**src/rtl/core/oale_pkg.sv**
```systemverilog
// Shared field widths, operation and status codes, and controller-datapath signal groups.
package oale_pkg;

   localparam int OP_W   = 3;
   localparam int VAL_W  = 32;
   localparam int POS_W  = 8;
   localparam int STAT_W = 2;
   localparam int IDX_W  = 6;
   localparam int CNT_W  = 7;

   localparam logic [OP_W-1:0] OP_APPEND    = 3'd0;
   localparam logic [OP_W-1:0] OP_INSERT    = 3'd1;
   localparam logic [OP_W-1:0] OP_DEL_VALUE = 3'd2;
   localparam logic [OP_W-1:0] OP_DEL_POS   = 3'd3;
   localparam logic [OP_W-1:0] OP_TRAVERSE  = 3'd4;

   localparam logic [STAT_W-1:0] ST_OK        = 2'd0;
   localparam logic [STAT_W-1:0] ST_BAD       = 2'd1;
   localparam logic [STAT_W-1:0] ST_NOT_FOUND = 2'd2;
   localparam logic [STAT_W-1:0] ST_EMPTY     = 2'd3;

   typedef struct packed {
      logic edit;
      logic step;
      logic load_rsp;
   } cmd_type;

   typedef struct packed {
      logic start_scan;
      logic scan_trav;
      logic last;
   } stat_type;

endpackage

```
**src/rtl/core/oale_dp.sv**
```systemverilog
// Datapath: list cells, entry count, rotating scan unit and result register.
module oale_dp #(
   parameter int DEPTH = 32
) (
   input  logic                           clock,
   input  logic                           reset,
   input  oale_pkg::cmd_type              cmd,
   output oale_pkg::stat_type             stat,
   input  logic [oale_pkg::OP_W-1:0]      req_op,
   input  logic [oale_pkg::VAL_W-1:0]     req_value,
   input  logic [oale_pkg::POS_W-1:0]     req_pos,
   output logic [oale_pkg::STAT_W-1:0]    res_status,
   output logic [oale_pkg::VAL_W-1:0]     res_element,
   output logic [oale_pkg::IDX_W-1:0]     res_index,
   output logic [oale_pkg::CNT_W-1:0]     res_count,
   output logic                           res_last
);

   localparam int CW = $clog2(DEPTH + 1);
   localparam int SW = $clog2(DEPTH);

   logic [oale_pkg::VAL_W-1:0] slot_ff [DEPTH];
   logic [oale_pkg::VAL_W-1:0] slot_in [DEPTH];
   logic [oale_pkg::VAL_W-1:0] up      [DEPTH];
   logic [oale_pkg::VAL_W-1:0] down    [DEPTH];

   logic [CW-1:0]              count_ff, count_in;
   logic [CW-1:0]              len_ff, len_in;
   logic [SW-1:0]              step_ff, step_in;
   logic                       found_ff, found_in;
   logic [oale_pkg::OP_W-1:0]  op_ff, op_in;
   logic [oale_pkg::VAL_W-1:0] value_ff, value_in;

   logic [oale_pkg::STAT_W-1:0] status_ff, status_in;
   logic [oale_pkg::VAL_W-1:0]  element_ff, element_in;
   logic [oale_pkg::IDX_W-1:0]  index_ff, index_in;
   logic [oale_pkg::CNT_W-1:0]  rcount_ff, rcount_in;
   logic                        last_ff, last_in;

   logic [CW-1:0]              cm1;
   logic [oale_pkg::POS_W-1:0] cnt8;
   logic [oale_pkg::VAL_W-1:0] head;
   logic                       full, drop;
   logic                       ok_app, ok_ins, ok_del;
   logic                       list_empty;

   for (genvar g = 0; g < DEPTH; g++) begin : g_nbr
      if (g < DEPTH - 1) begin : g_up
         assign up[g] = slot_ff[g+1];
      end else begin : g_up_end
         assign up[g] = slot_ff[g];
      end
      if (g > 0) begin : g_dn
         assign down[g] = slot_ff[g-1];
      end else begin : g_dn_end
         assign down[g] = slot_ff[g];
      end
   end

   assign head       = slot_ff[0];
   assign cm1        = count_ff - CW'(1);
   assign cnt8       = oale_pkg::POS_W'(count_ff);
   assign full       = (count_ff == CW'(DEPTH));
   assign list_empty = (count_ff == '0);
   assign ok_app     = (req_op == oale_pkg::OP_APPEND) && !full;
   assign ok_ins     = (req_op == oale_pkg::OP_INSERT) && !full && (req_pos <= cnt8);
   assign ok_del     = (req_op == oale_pkg::OP_DEL_POS) && (req_pos < cnt8);
   assign drop       = (op_ff == oale_pkg::OP_DEL_VALUE) && !found_ff && (head == value_ff);

   assign stat.scan_trav  = (req_op == oale_pkg::OP_TRAVERSE);
   assign stat.start_scan = !list_empty &&
                            ((req_op == oale_pkg::OP_TRAVERSE) ||
                             (req_op == oale_pkg::OP_DEL_VALUE));
   assign stat.last       = (CW'(step_ff) == len_ff - CW'(1));

   always_comb begin
      slot_in    = slot_ff;
      count_in   = count_ff;
      len_in     = len_ff;
      step_in    = step_ff;
      found_in   = found_ff;
      op_in      = op_ff;
      value_in   = value_ff;
      status_in  = status_ff;
      element_in = element_ff;
      index_in   = index_ff;
      rcount_in  = rcount_ff;
      last_in    = last_ff;
      if (cmd.edit) begin
         op_in    = req_op;
         value_in = req_value;
         len_in   = count_ff;
         step_in  = '0;
         found_in = 1'b0;
         for (int i = 0; i < DEPTH; i++) begin
            if (ok_app && (CW'(i) == count_ff)) begin
               slot_in[i] = req_value;
            end else if (ok_ins && (oale_pkg::POS_W'(i) == req_pos)) begin
               slot_in[i] = req_value;
            end else if (ok_ins && (oale_pkg::POS_W'(i) > req_pos)) begin
               slot_in[i] = down[i];
            end else if (ok_del && (oale_pkg::POS_W'(i) >= req_pos)) begin
               slot_in[i] = up[i];
            end
         end
         if (ok_app || ok_ins) begin
            count_in = count_ff + CW'(1);
         end else if (ok_del) begin
            count_in = cm1;
         end
         unique case (req_op)
            oale_pkg::OP_APPEND:    status_in = ok_app ? oale_pkg::ST_OK : oale_pkg::ST_BAD;
            oale_pkg::OP_INSERT:    status_in = ok_ins ? oale_pkg::ST_OK : oale_pkg::ST_BAD;
            oale_pkg::OP_DEL_POS:   status_in = ok_del ? oale_pkg::ST_OK : oale_pkg::ST_BAD;
            oale_pkg::OP_DEL_VALUE: status_in = oale_pkg::ST_NOT_FOUND;
            oale_pkg::OP_TRAVERSE:  status_in = oale_pkg::ST_EMPTY;
            default:                status_in = oale_pkg::ST_BAD;
         endcase
         element_in = '0;
         index_in   = '0;
         rcount_in  = oale_pkg::CNT_W'(count_in);
         last_in    = 1'b1;
      end else if (cmd.step) begin
         for (int i = 0; i < DEPTH; i++) begin
            if (CW'(i) < cm1) begin
               slot_in[i] = up[i];
            end else if ((CW'(i) == cm1) && !drop) begin
               slot_in[i] = head;
            end
         end
         step_in  = step_ff + SW'(1);
         found_in = found_ff | drop;
         if (drop) begin
            count_in = cm1;
         end
         if (op_ff == oale_pkg::OP_TRAVERSE) begin
            status_in  = oale_pkg::ST_OK;
            element_in = head;
            index_in   = oale_pkg::IDX_W'(step_ff);
            rcount_in  = oale_pkg::CNT_W'(count_ff);
            last_in    = stat.last;
         end else begin
            status_in  = found_in ? oale_pkg::ST_OK : oale_pkg::ST_NOT_FOUND;
            element_in = '0;
            index_in   = '0;
            rcount_in  = oale_pkg::CNT_W'(count_in);
            last_in    = 1'b1;
         end
      end
   end

   always_ff @(posedge clock) begin
      if (reset) begin
         count_ff <= '0;
      end else begin
         count_ff <= count_in;
      end
   end

   always_ff @(posedge clock) begin
      slot_ff  <= slot_in;
      len_ff   <= len_in;
      step_ff  <= step_in;
      found_ff <= found_in;
      op_ff    <= op_in;
      value_ff <= value_in;
      if (cmd.load_rsp) begin
         status_ff  <= status_in;
         element_ff <= element_in;
         index_ff   <= index_in;
         rcount_ff  <= rcount_in;
         last_ff    <= last_in;
      end
   end

   assign res_status  = status_ff;
   assign res_element = element_ff;
   assign res_index   = index_ff;
   assign res_count   = rcount_ff;
   assign res_last    = last_ff;

   a_count_bound: assert property (@(posedge clock) disable iff (reset)
      count_ff <= CW'(DEPTH))
      else $error("entry count beyond depth");

   a_drop_shrinks: assert property (@(posedge clock) disable iff (reset)
      (cmd.step && drop) |=> (count_ff == $past(count_ff) - CW'(1)))
      else $error("match removal did not shrink the list");

endmodule

```
**src/rtl/core/oale_ctrl.sv**
```systemverilog
// Controller: request/result handshakes and the scan sequencer state machine.
module oale_ctrl (
   input  logic                clock,
   input  logic                reset,
   input  logic                req_tvalid,
   output logic                req_tready,
   output logic                rsp_tvalid,
   input  logic                rsp_tready,
   output oale_pkg::cmd_type   cmd,
   input  oale_pkg::stat_type  stat
);

   typedef enum logic [2:0] {
      ST_IDLE = 3'b001,
      ST_TRAV = 3'b010,
      ST_DEL  = 3'b100
   } state_type;

   state_type state_ff, state_in;
   logic      rsp_valid_ff, rsp_valid_in;
   logic      out_free;

   assign out_free = !rsp_valid_ff || rsp_tready;

   always_comb begin
      state_in   = state_ff;
      cmd        = '0;
      req_tready = 1'b0;
      unique case (state_ff)
         ST_IDLE: begin
            req_tready = out_free;
            if (req_tvalid && out_free) begin
               cmd.edit = 1'b1;
               if (stat.start_scan) begin
                  state_in = stat.scan_trav ? ST_TRAV : ST_DEL;
               end else begin
                  cmd.load_rsp = 1'b1;
               end
            end
         end
         ST_TRAV: begin
            if (out_free) begin
               cmd.step     = 1'b1;
               cmd.load_rsp = 1'b1;
               if (stat.last) begin
                  state_in = ST_IDLE;
               end
            end
         end
         ST_DEL: begin
            if (!stat.last || out_free) begin
               cmd.step = 1'b1;
               if (stat.last) begin
                  cmd.load_rsp = 1'b1;
                  state_in     = ST_IDLE;
               end
            end
         end
         default: begin
            state_in = ST_IDLE;
         end
      endcase
   end

   assign rsp_valid_in = cmd.load_rsp || (rsp_valid_ff && !rsp_tready);

   always_ff @(posedge clock) begin
      if (reset) begin
         state_ff     <= ST_IDLE;
         rsp_valid_ff <= 1'b0;
      end else begin
         state_ff     <= state_in;
         rsp_valid_ff <= rsp_valid_in;
      end
   end

   assign rsp_tvalid = rsp_valid_ff;

   a_ready_idle: assert property (@(posedge clock) disable iff (reset)
      req_tready |-> (state_ff == ST_IDLE))
      else $error("request taken outside idle");

   a_edit_result: assert property (@(posedge clock) disable iff (reset)
      (req_tvalid && req_tready && !stat.start_scan) |=> rsp_valid_ff)
      else $error("edit gave no result");

   a_scan_end: assert property (@(posedge clock) disable iff (reset)
      (state_ff != ST_IDLE && stat.last && cmd.step) |=> (state_ff == ST_IDLE && rsp_valid_ff))
      else $error("scan did not finish with a result");

endmodule

```
**src/rtl/core/ordered_array_list_editor.sv**
```systemverilog
// Top level of the ordered array list editor: stream ports, field packing, controller and datapath.
//
//  channel  dir  handshake              payload
//  req      in   req_tvalid/req_tready  req_tdata: op, value, position
//  rsp      out  rsp_tvalid/rsp_tready  rsp_tdata: status, element, index, count; rsp_tlast
//
//  Append, insert, delete at position, bad ops, empty-list scans: done on taking the request; cells shift at once.
//  Traverse: after the request is taken, one result per entry; the list rotates and is restored.
//  Delete by value: after the request is taken, one compare per entry, one compare per cycle while not stalled.
//  A request is taken only between items, and only when the result register is free.
//  A held result stalls traverse steps and the last delete-by-value step.
//  Reset clears the count and control only; cells need no clearing.
module ordered_array_list_editor #(
   parameter int DEPTH = 32
) (
   input  logic        clock,
   input  logic        reset,
   input  logic        req_tvalid,
   output logic        req_tready,
   input  logic [47:0] req_tdata,   // op[2:0], value[34:3], position[42:35], zero[47:43]
   output logic        rsp_tvalid,
   input  logic        rsp_tready,
   output logic [47:0] rsp_tdata,   // status[1:0], element[33:2], index[39:34], count[46:40], zero[47]
   output logic        rsp_tlast
);

   oale_pkg::cmd_type  cmd;
   oale_pkg::stat_type stat;

   logic [oale_pkg::OP_W-1:0]   req_op;
   logic [oale_pkg::VAL_W-1:0]  req_value;
   logic [oale_pkg::POS_W-1:0]  req_pos;
   logic [oale_pkg::STAT_W-1:0] res_status;
   logic [oale_pkg::VAL_W-1:0]  res_element;
   logic [oale_pkg::IDX_W-1:0]  res_index;
   logic [oale_pkg::CNT_W-1:0]  res_count;

   assign req_op    = req_tdata[2:0];
   assign req_value = req_tdata[34:3];
   assign req_pos   = req_tdata[42:35];

   assign rsp_tdata = {1'b0, res_count, res_index, res_element, res_status};

   oale_ctrl u_ctrl (
      .clock      (clock),
      .reset      (reset),
      .req_tvalid (req_tvalid),
      .req_tready (req_tready),
      .rsp_tvalid (rsp_tvalid),
      .rsp_tready (rsp_tready),
      .cmd        (cmd),
      .stat       (stat)
   );

   oale_dp #(
      .DEPTH (DEPTH)
   ) u_dp (
      .clock       (clock),
      .reset       (reset),
      .cmd         (cmd),
      .stat        (stat),
      .req_op      (req_op),
      .req_value   (req_value),
      .req_pos     (req_pos),
      .res_status  (res_status),
      .res_element (res_element),
      .res_index   (res_index),
      .res_count   (res_count),
      .res_last    (rsp_tlast)
   );

endmodule
```
**config.mk**
```make
export PLATFORM = sky130hd
export DESIGN_NAME = ordered_array_list_editor
export DESIGN_NICKNAME = d
export VERILOG_FILES = /design/src/rtl/core/oale_pkg.sv /design/src/rtl/core/oale_dp.sv /design/src/rtl/core/oale_ctrl.sv /design/src/rtl/core/ordered_array_list_editor.sv
export SDC_FILE = /design/constraint.sdc
export NUM_CORES = 2
export LEC_CHECK = 0
export BUFFER_PORTS_ARGS = -buffer_cell sky130_fd_sc_hd__buf_2
export CAP_MARGIN = 20
export CORE_ASPECT_RATIO = 1.25
export CORE_UTILIZATION = 55
export CTS_CLUSTER_SIZE = 20
export DETAILED_ROUTE_END_ITERATION = 6
export GPL_ROUTABILITY_DRIVEN = 0
export PLACE_DENSITY_LB_ADDON = 0.15
export SYNTH_ARGS = -nofsm -noshare
export SYNTH_HDL_FRONTEND = slang
export SYNTH_SLANG_ARGS = --single-unit
```
**constraint.sdc**
```tcl
create_clock -name clock -period 18.7 [get_ports clock]
set_input_delay 0 -clock clock [delete_from_list [all_inputs] [get_ports clock]]
set_output_delay 0 -clock clock [all_outputs]
set_load 0.02 [all_outputs]
```
## Word level (Yosys, flattened, before mapping)

Cells that the tools add are included.

- Input bits: 52
- Output and inout bits: 51
- Flip-flop bits (word level): 1129
- Logic and storage cells: 771

- Add/subtract/negate cells: 4
- Bitwise gates (word level): 1
- Multiplexer cells: 231
- Eq/ne operators: 143
- $lt $le $gt $ge: 97
- Reduce and logical (&&, ||, !) cells: 249

Operator list:

| operator | count |
|---|---|
| 32-bit 2-to-1 mux | 192 |
| 1024-bit 2-to-1 mux | 2 |
| 5-bit by 6-bit == test with 1-bit output (first input constant) | 32 |
| 1-bit logical AND | 167 |
| 5-bit by 1-bit != test with 1-bit output (second input constant) | 30 |
| 5-bit by 8-bit == test with 1-bit output (first input constant) | 16 |
| 5-bit by 8-bit greater-than comparator with 1-bit output (first input constant) | 16 |
| 5-bit by 8-bit >= comparator with 1-bit output (first input constant) | 15 |
| 4-bit by 6-bit == test with 1-bit output (first input constant) | 16 |
| 5-bit by 6-bit < comparator with 1-bit output (first input constant) | 16 |
| 3-bit AND reduction | 30 |
| 3-bit nonzero test | 30 |
| 4-bit by 8-bit == test with 1-bit output (first input constant) | 8 |
| 4-bit by 8-bit >= comparator with 1-bit output (first input constant) | 8 |
| 4-bit by 8-bit greater-than comparator with 1-bit output (first input constant) | 8 |
| 3-bit by 6-bit == test with 1-bit output (first input constant) | 8 |
| 4-bit by 6-bit < comparator with 1-bit output (first input constant) | 8 |
| 6-bit 2-to-1 mux | 8 |
| 3-bit by 8-bit == test with 1-bit output (first input constant) | 4 |
| 32-bit == test | 1 |
| 3-bit by 8-bit >= comparator with 1-bit output (first input constant) | 4 |
| 3-bit by 8-bit greater-than comparator with 1-bit output (first input constant) | 4 |
| 2-bit by 6-bit == test with 1-bit output (first input constant) | 4 |
| 3-bit by 6-bit < comparator with 1-bit output (first input constant) | 4 |
| 41 further kinds | 94 |

## Logic depth before layout (Yosys ltp)

- Word-level depth: 9
- Gate-level depth with buffers: 13
- Depth with buffers taken out: 9

## By module

From an unflattened synthesis, not the netlist that was laid out.

- Cell total of the unflattened synthesis: 7179
- Area, all modules: 74445.1 um2

By module, submodules not included:

| module | area each (um2) | cells each | times used | seq. area each (um2) |
|---|---|---|---|---|
| oale_dp | 74172.4 | 7147 | 1 | 33602.2 |
| oale_ctrl | 261.5 | 30 | 1 | 80.1 |
| ordered_array_list_editor | 11.3 | 2 | 1 | 0.0 |

## Worst setup path before layout

Ideal clock, no wire load.

- Path type: flip-flop to flip-flop
- Start: reg u_dp.count_ff[3]
- End: reg u_dp.slot_ff (netlist bit u_dp.down[224]) (enable)
- Clock period less this slack: 5.959 ns
- Setup slack: 12.741 ns
- Data arrival time: 5.458 ns
- Stages on the path, launching flop included: 12
- Path buffers: 2
- Setup time: 0.501 ns
- Required time: 18.199 ns
- Path through: dfxtp_1 -> buf_2 -> inv_2 -> ha_1 -> and4_1 -> o21a_1 -> o31ai_4 -> nand3_2 -> buf_6 -> o32ai_2 -> nor3_1 -> nor4_1

- Longest elaborated chain between the ends: 7
- Elaborated cells on any way between the ends: 20
- Classes of those cells: 1 x add/sub; 3 x order compare; 4 x eq/ne; 12 x reduce/logical

Ends and longest elaborated chain:

| element | RTL line | source |
|---|---|---|
| from (decl) | oale_dp.sv:27 | `logic [CW-1:0] count_ff, count_in;` |
| from (signal assigned) | oale_dp.sv:156 | `count_ff <= count_in;` |
| branches (longest 6 deep; another with 6-bit by 1-bit subtractor with 6-bit output) | -- |  |
| 3-bit AND reduction (no source line) (*) | -- |  |
| to (signal assigned) | oale_dp.sv:161 | `slot_ff <= slot_in;` |
| to (decl) | oale_dp.sv:22 | `logic [oale_pkg::VAL_W-1:0] slot_ff [DEPTH];` |

Every way passes the cells marked *.
A chain may end at the register's enable or synchronous reset.

## Final worst setup path

- Start: reg u_dp.count_ff[0]
- End: reg u_dp.slot_ff (netlist bit u_dp.down[295]) (enable)

Same word-level chain as after synthesis.

==> flow_summary_export.csv <==
group,metric,value,unit
status,outcome,"finished, violations left",
status,violations,"design-rule violations",
synth,synth.distinct_cells,109,
timing,setup_violations,0,
clocking,cts_tree,"done",
clocking,worstSkewPairLatency,0.81,ns
timing,tns,0,ns
finish,areaGrowthSynthToFinish,8.69,%
finish,num-fill-cells,11149,
clocking,root_buffer,"clkbuf_16",
routing,drtIter0Drc,12986,
worst_setup_path,worst-path-max-fanout,33,
synth,synth-edff-count,1111,
finish,utilization,0.604,
synth,synth_common_cells,"edfxtp_1, nand2_1, mux2i_1",
worst_setup_path,reg2reg_from,"u_dp.count_ff[0]$_SDFFE_PP0P_",
hold_path,hp-start,"req_tdata[2]",
synth,ys_ff_latch,1127,
clocking,clock_sinks,1127,
pwr,power.density,120,nW/um^2
floorplan,core-area,136000,sq um
grt,grt_pass1_wl,491,mm
timing,worst_slew_pin_slew,1.36,ns
grt,grt_antenna_before_repair,16,
synth,yosysTopAreaCellShare,0.442,
worst_setup_path,crit_arrival,6.35,ns
clocking,cts_setup_buffers,0,
worst_setup_path,cp-start-kind,"flop",
pwr,ir_drop,102,uV
placement,hpwl,201,mm
routing,drcViolationCount,2,
floorplan,fp-row-count,151,
hold_path,hold_path.class,"input port to flop",
timing,timing.fmax,169,MHz
finish,fin_nets,7178,
finish,design_area,82100,sq um
routing,vias,71353,
synth,async_flop_share,0,
routing,wl_per_cell,39.1,microns
floorplan,io_pins,103,
worst_setup_path,path_common_cell,"buf_4",
worst_setup_path,worstSetupPathType,"flop to flop",
timing,timing.final.crit_share,0.317,
grt,grt_pass1_vias,65570,
clocking,cts_max_level,3,
synth,synthFlopType,"edfxtp_1",
synth,synth_area_per_cell,10.1,sq um
floorplan,die_w,333,microns
synth,synth_warnings,0,
clocking,clockBufferDepth,3,
grt,grt-ovfl-total,0,
placement,place_inst,8689,
clocking,cts_resized,0,
synth,synth.cell_area,75500,sq um
timing,finClkSkew,0.0484,ns
timing,rsz0062_at_grt,"no",
clocking,cts_buffers,119,
worst_setup_path,worstPathCellList,"inv_1, ha_1, buf_4, nand2_1, o211ai_4, nor2_2, nand3_2, o32ai_4, buf_4, nor2_2, buf_4, a311oi_4, buf_4",
floorplan,die_y,416,microns
grt,grt_usage,0.492,
synth,synth_most_common_cell,"edfxtp_1",
routing,vias_per_cell,7.94,
synth,syn-instance-count,7444,
synth,yosys.area.top_type,"edfxtp_1",
routing,ant_nets,0,
timing,hold_violations,0,
finish,instances_no_fill,8990,
synth,yosys-top-cells-area,"edfxtp_1, mux2i_1, nand2_1",
routing,totalWireLength,352,mm
worst_setup_path,endpoint_kind,"flop",
pwr,p_leak,0.0283,uW
synth,ys_seq_area_frac,0.446,
finish,layout-drive-gt1-share,0.125,
floorplan,die-area,139000,sq um
placement,portBuffers,94,
timing,layout_min_cycle_time,5.93,ns
worst_setup_path,startpoint,"u_dp.count_ff[0]$_SDFFE_PP0P_",
worst_setup_path,slowest_stage,"dfxtp_1",
clocking,clk_pin_slew,0.06,ns
routing,drt-pass1-iter-count,7,
timing,slew_violations,0,
run,cap_viol_max_count,0,
worst_setup_path,slowest_delay,0.72,ns
placement,placed_area,77500,sq um
floorplan,initial_core_util,0.556,
timing,relSlewSlack,0.0929,
grt,grt_max_degree,250,
worst_setup_path,required,19.12,ns
[layout by cell type (no fill, tap or decap), types with 66 or more instances in the layout]
cell type / Yosys / final
o21ai_0: 419 / 413
buf_2: 220 / 94
nand2_1: 921 / 916
o22ai_1: 355 / 338
and2_1: 169 / 169
mux2i_1: 916 / 916
nor2_1: 248 / 200
a21oi_1: 358 / 348
nor2b_1: 293 / 293
a32o_1: 320 / 320
edfxtp_1: 1111 / 1111
mux2_2: 112 / 112
buf_4: 41 / 227
a31oi_1: 75 / 75
a221oi_1: 225 / 225
a22oi_1: 67 / 66
a211oi_1: 358 / 353
clkbuf_16: 0 / 120
[worst max-delay path, delay by kind of cell (launching register included)]
family / cells / cell delay [ns]
compound gates: 3 / 0.86
flops: 1 / 0.72
simple gates: 4 / 1.54
buf+inv: 5 / 2.08
fa+ha+maj: 1 / 0.31
[metal layers]
metal / wire length [microns] / vias to the layer above / part of all wire / track usage
met3: 60000 / 1616 / 0.17 / 0.217
met5: 336 / - / 0.00096 / 0.0129
li1: - / 28281 / - / -
met2: 140000 / 6936 / 0.40 / 0.666
met4: 36000 / 19 / 0.10 / 0.419
met1: 115000 / 34501 / 0.33 / 0.591
[worst paths after layout]
kind	endpoint	slack (ns)	depth (start not counted)
setup / recovery	u_dp.down[295]$_DFFE_PP_	12.77	13
hold reg to reg	u_dp.step_ff[4]$_SDFFE_PP0P_	0.51	1
hold / removal	u_dp.op_ff[2]$_DFFE_PP_	0.11	2
setup reg to reg	u_dp.down[295]$_DFFE_PP_	12.77	13
[area by class of cell]
| class | count | area [sq um] | area share |
|---|---|---|---|
| Sequential cell | 1127 | 33700 | 0.410 |
| Clock inverter | 65 | 578 | 0.00704 |
| Inverter | 17 | 71.3 | 0.000869 |
| Multi-Input combinational cell | 5462 | 39200 | 0.478 |
| Tap cell | 1759 | 2200 | 0.0268 |
| Clock buffer | 159 | 3230 | 0.0393 |
| Timing Repair Buffer | 384 | 3030 | 0.0369 |
| Antenna cell | 17 | 42.5 | 0.000518 |
[stage by stage]
| step | hold slack [ns] | total power (uW) | setup slack [ns] |
|---|---|---|---|
| floorplan | 0.0989 | 5930 | 12.74 |
| global placement | 0.322 | 7030 | 13.16 |
| detailed placement | 0.327 | 7150 | 13.11 |
| CTS | 0.0643 | 9550 | 13.10 |
| global route | 0.0982 | 10000 | 12.88 |
| finish | 0.108 | 9840 | 12.77 |
[state kept, by name, summed over array words and instances (netlist names)]
name	count
u_dp.len_ff	6
u_dp.head	32
u_dp.slot_ff	32
u_dp.value_ff	32
u_dp.down	960
u_dp.count_ff	6
u_dp.res_count	6
u_ctrl.rsp_tvalid	1
u_dp.found_ff	1
u_dp.step_ff	5
u_dp.res_index	5
u_dp.res_status	2
u_dp.res_last	1
u_ctrl.state_ff	3
u_dp.res_element	32
u_dp.op_ff	3
[cells by family after synthesis]
| group | after synthesis | synth area share |
|---|---|---|
| AOI/OAI and AO/OA | 2462 | 0.233 |
| buffers and inverters | 857 | 0.0507 |
| other | 1 | 0.0000497 |
| DFF | 1127 | 0.446 |
| muxes | 1079 | 0.146 |
| adders and majority gates | 15 | 0.00249 |
| and+or+nand+nor | 1856 | 0.117 |
| xor gates and xnor gates | 47 | 0.00565 |
[power breakdown]
group | switching, uW | internal (uW)
sequential | 363 | 3390
clock | 1110 | 1340
combinational | 2440 | 1200
[what timing repair did]
action	4_1_cts	5_1_grt
hold buffers	41	0
endpoints found under the hold margin	76	0
endpoints found under the setup margin	0	0
(Power assumes the default switching activity.)
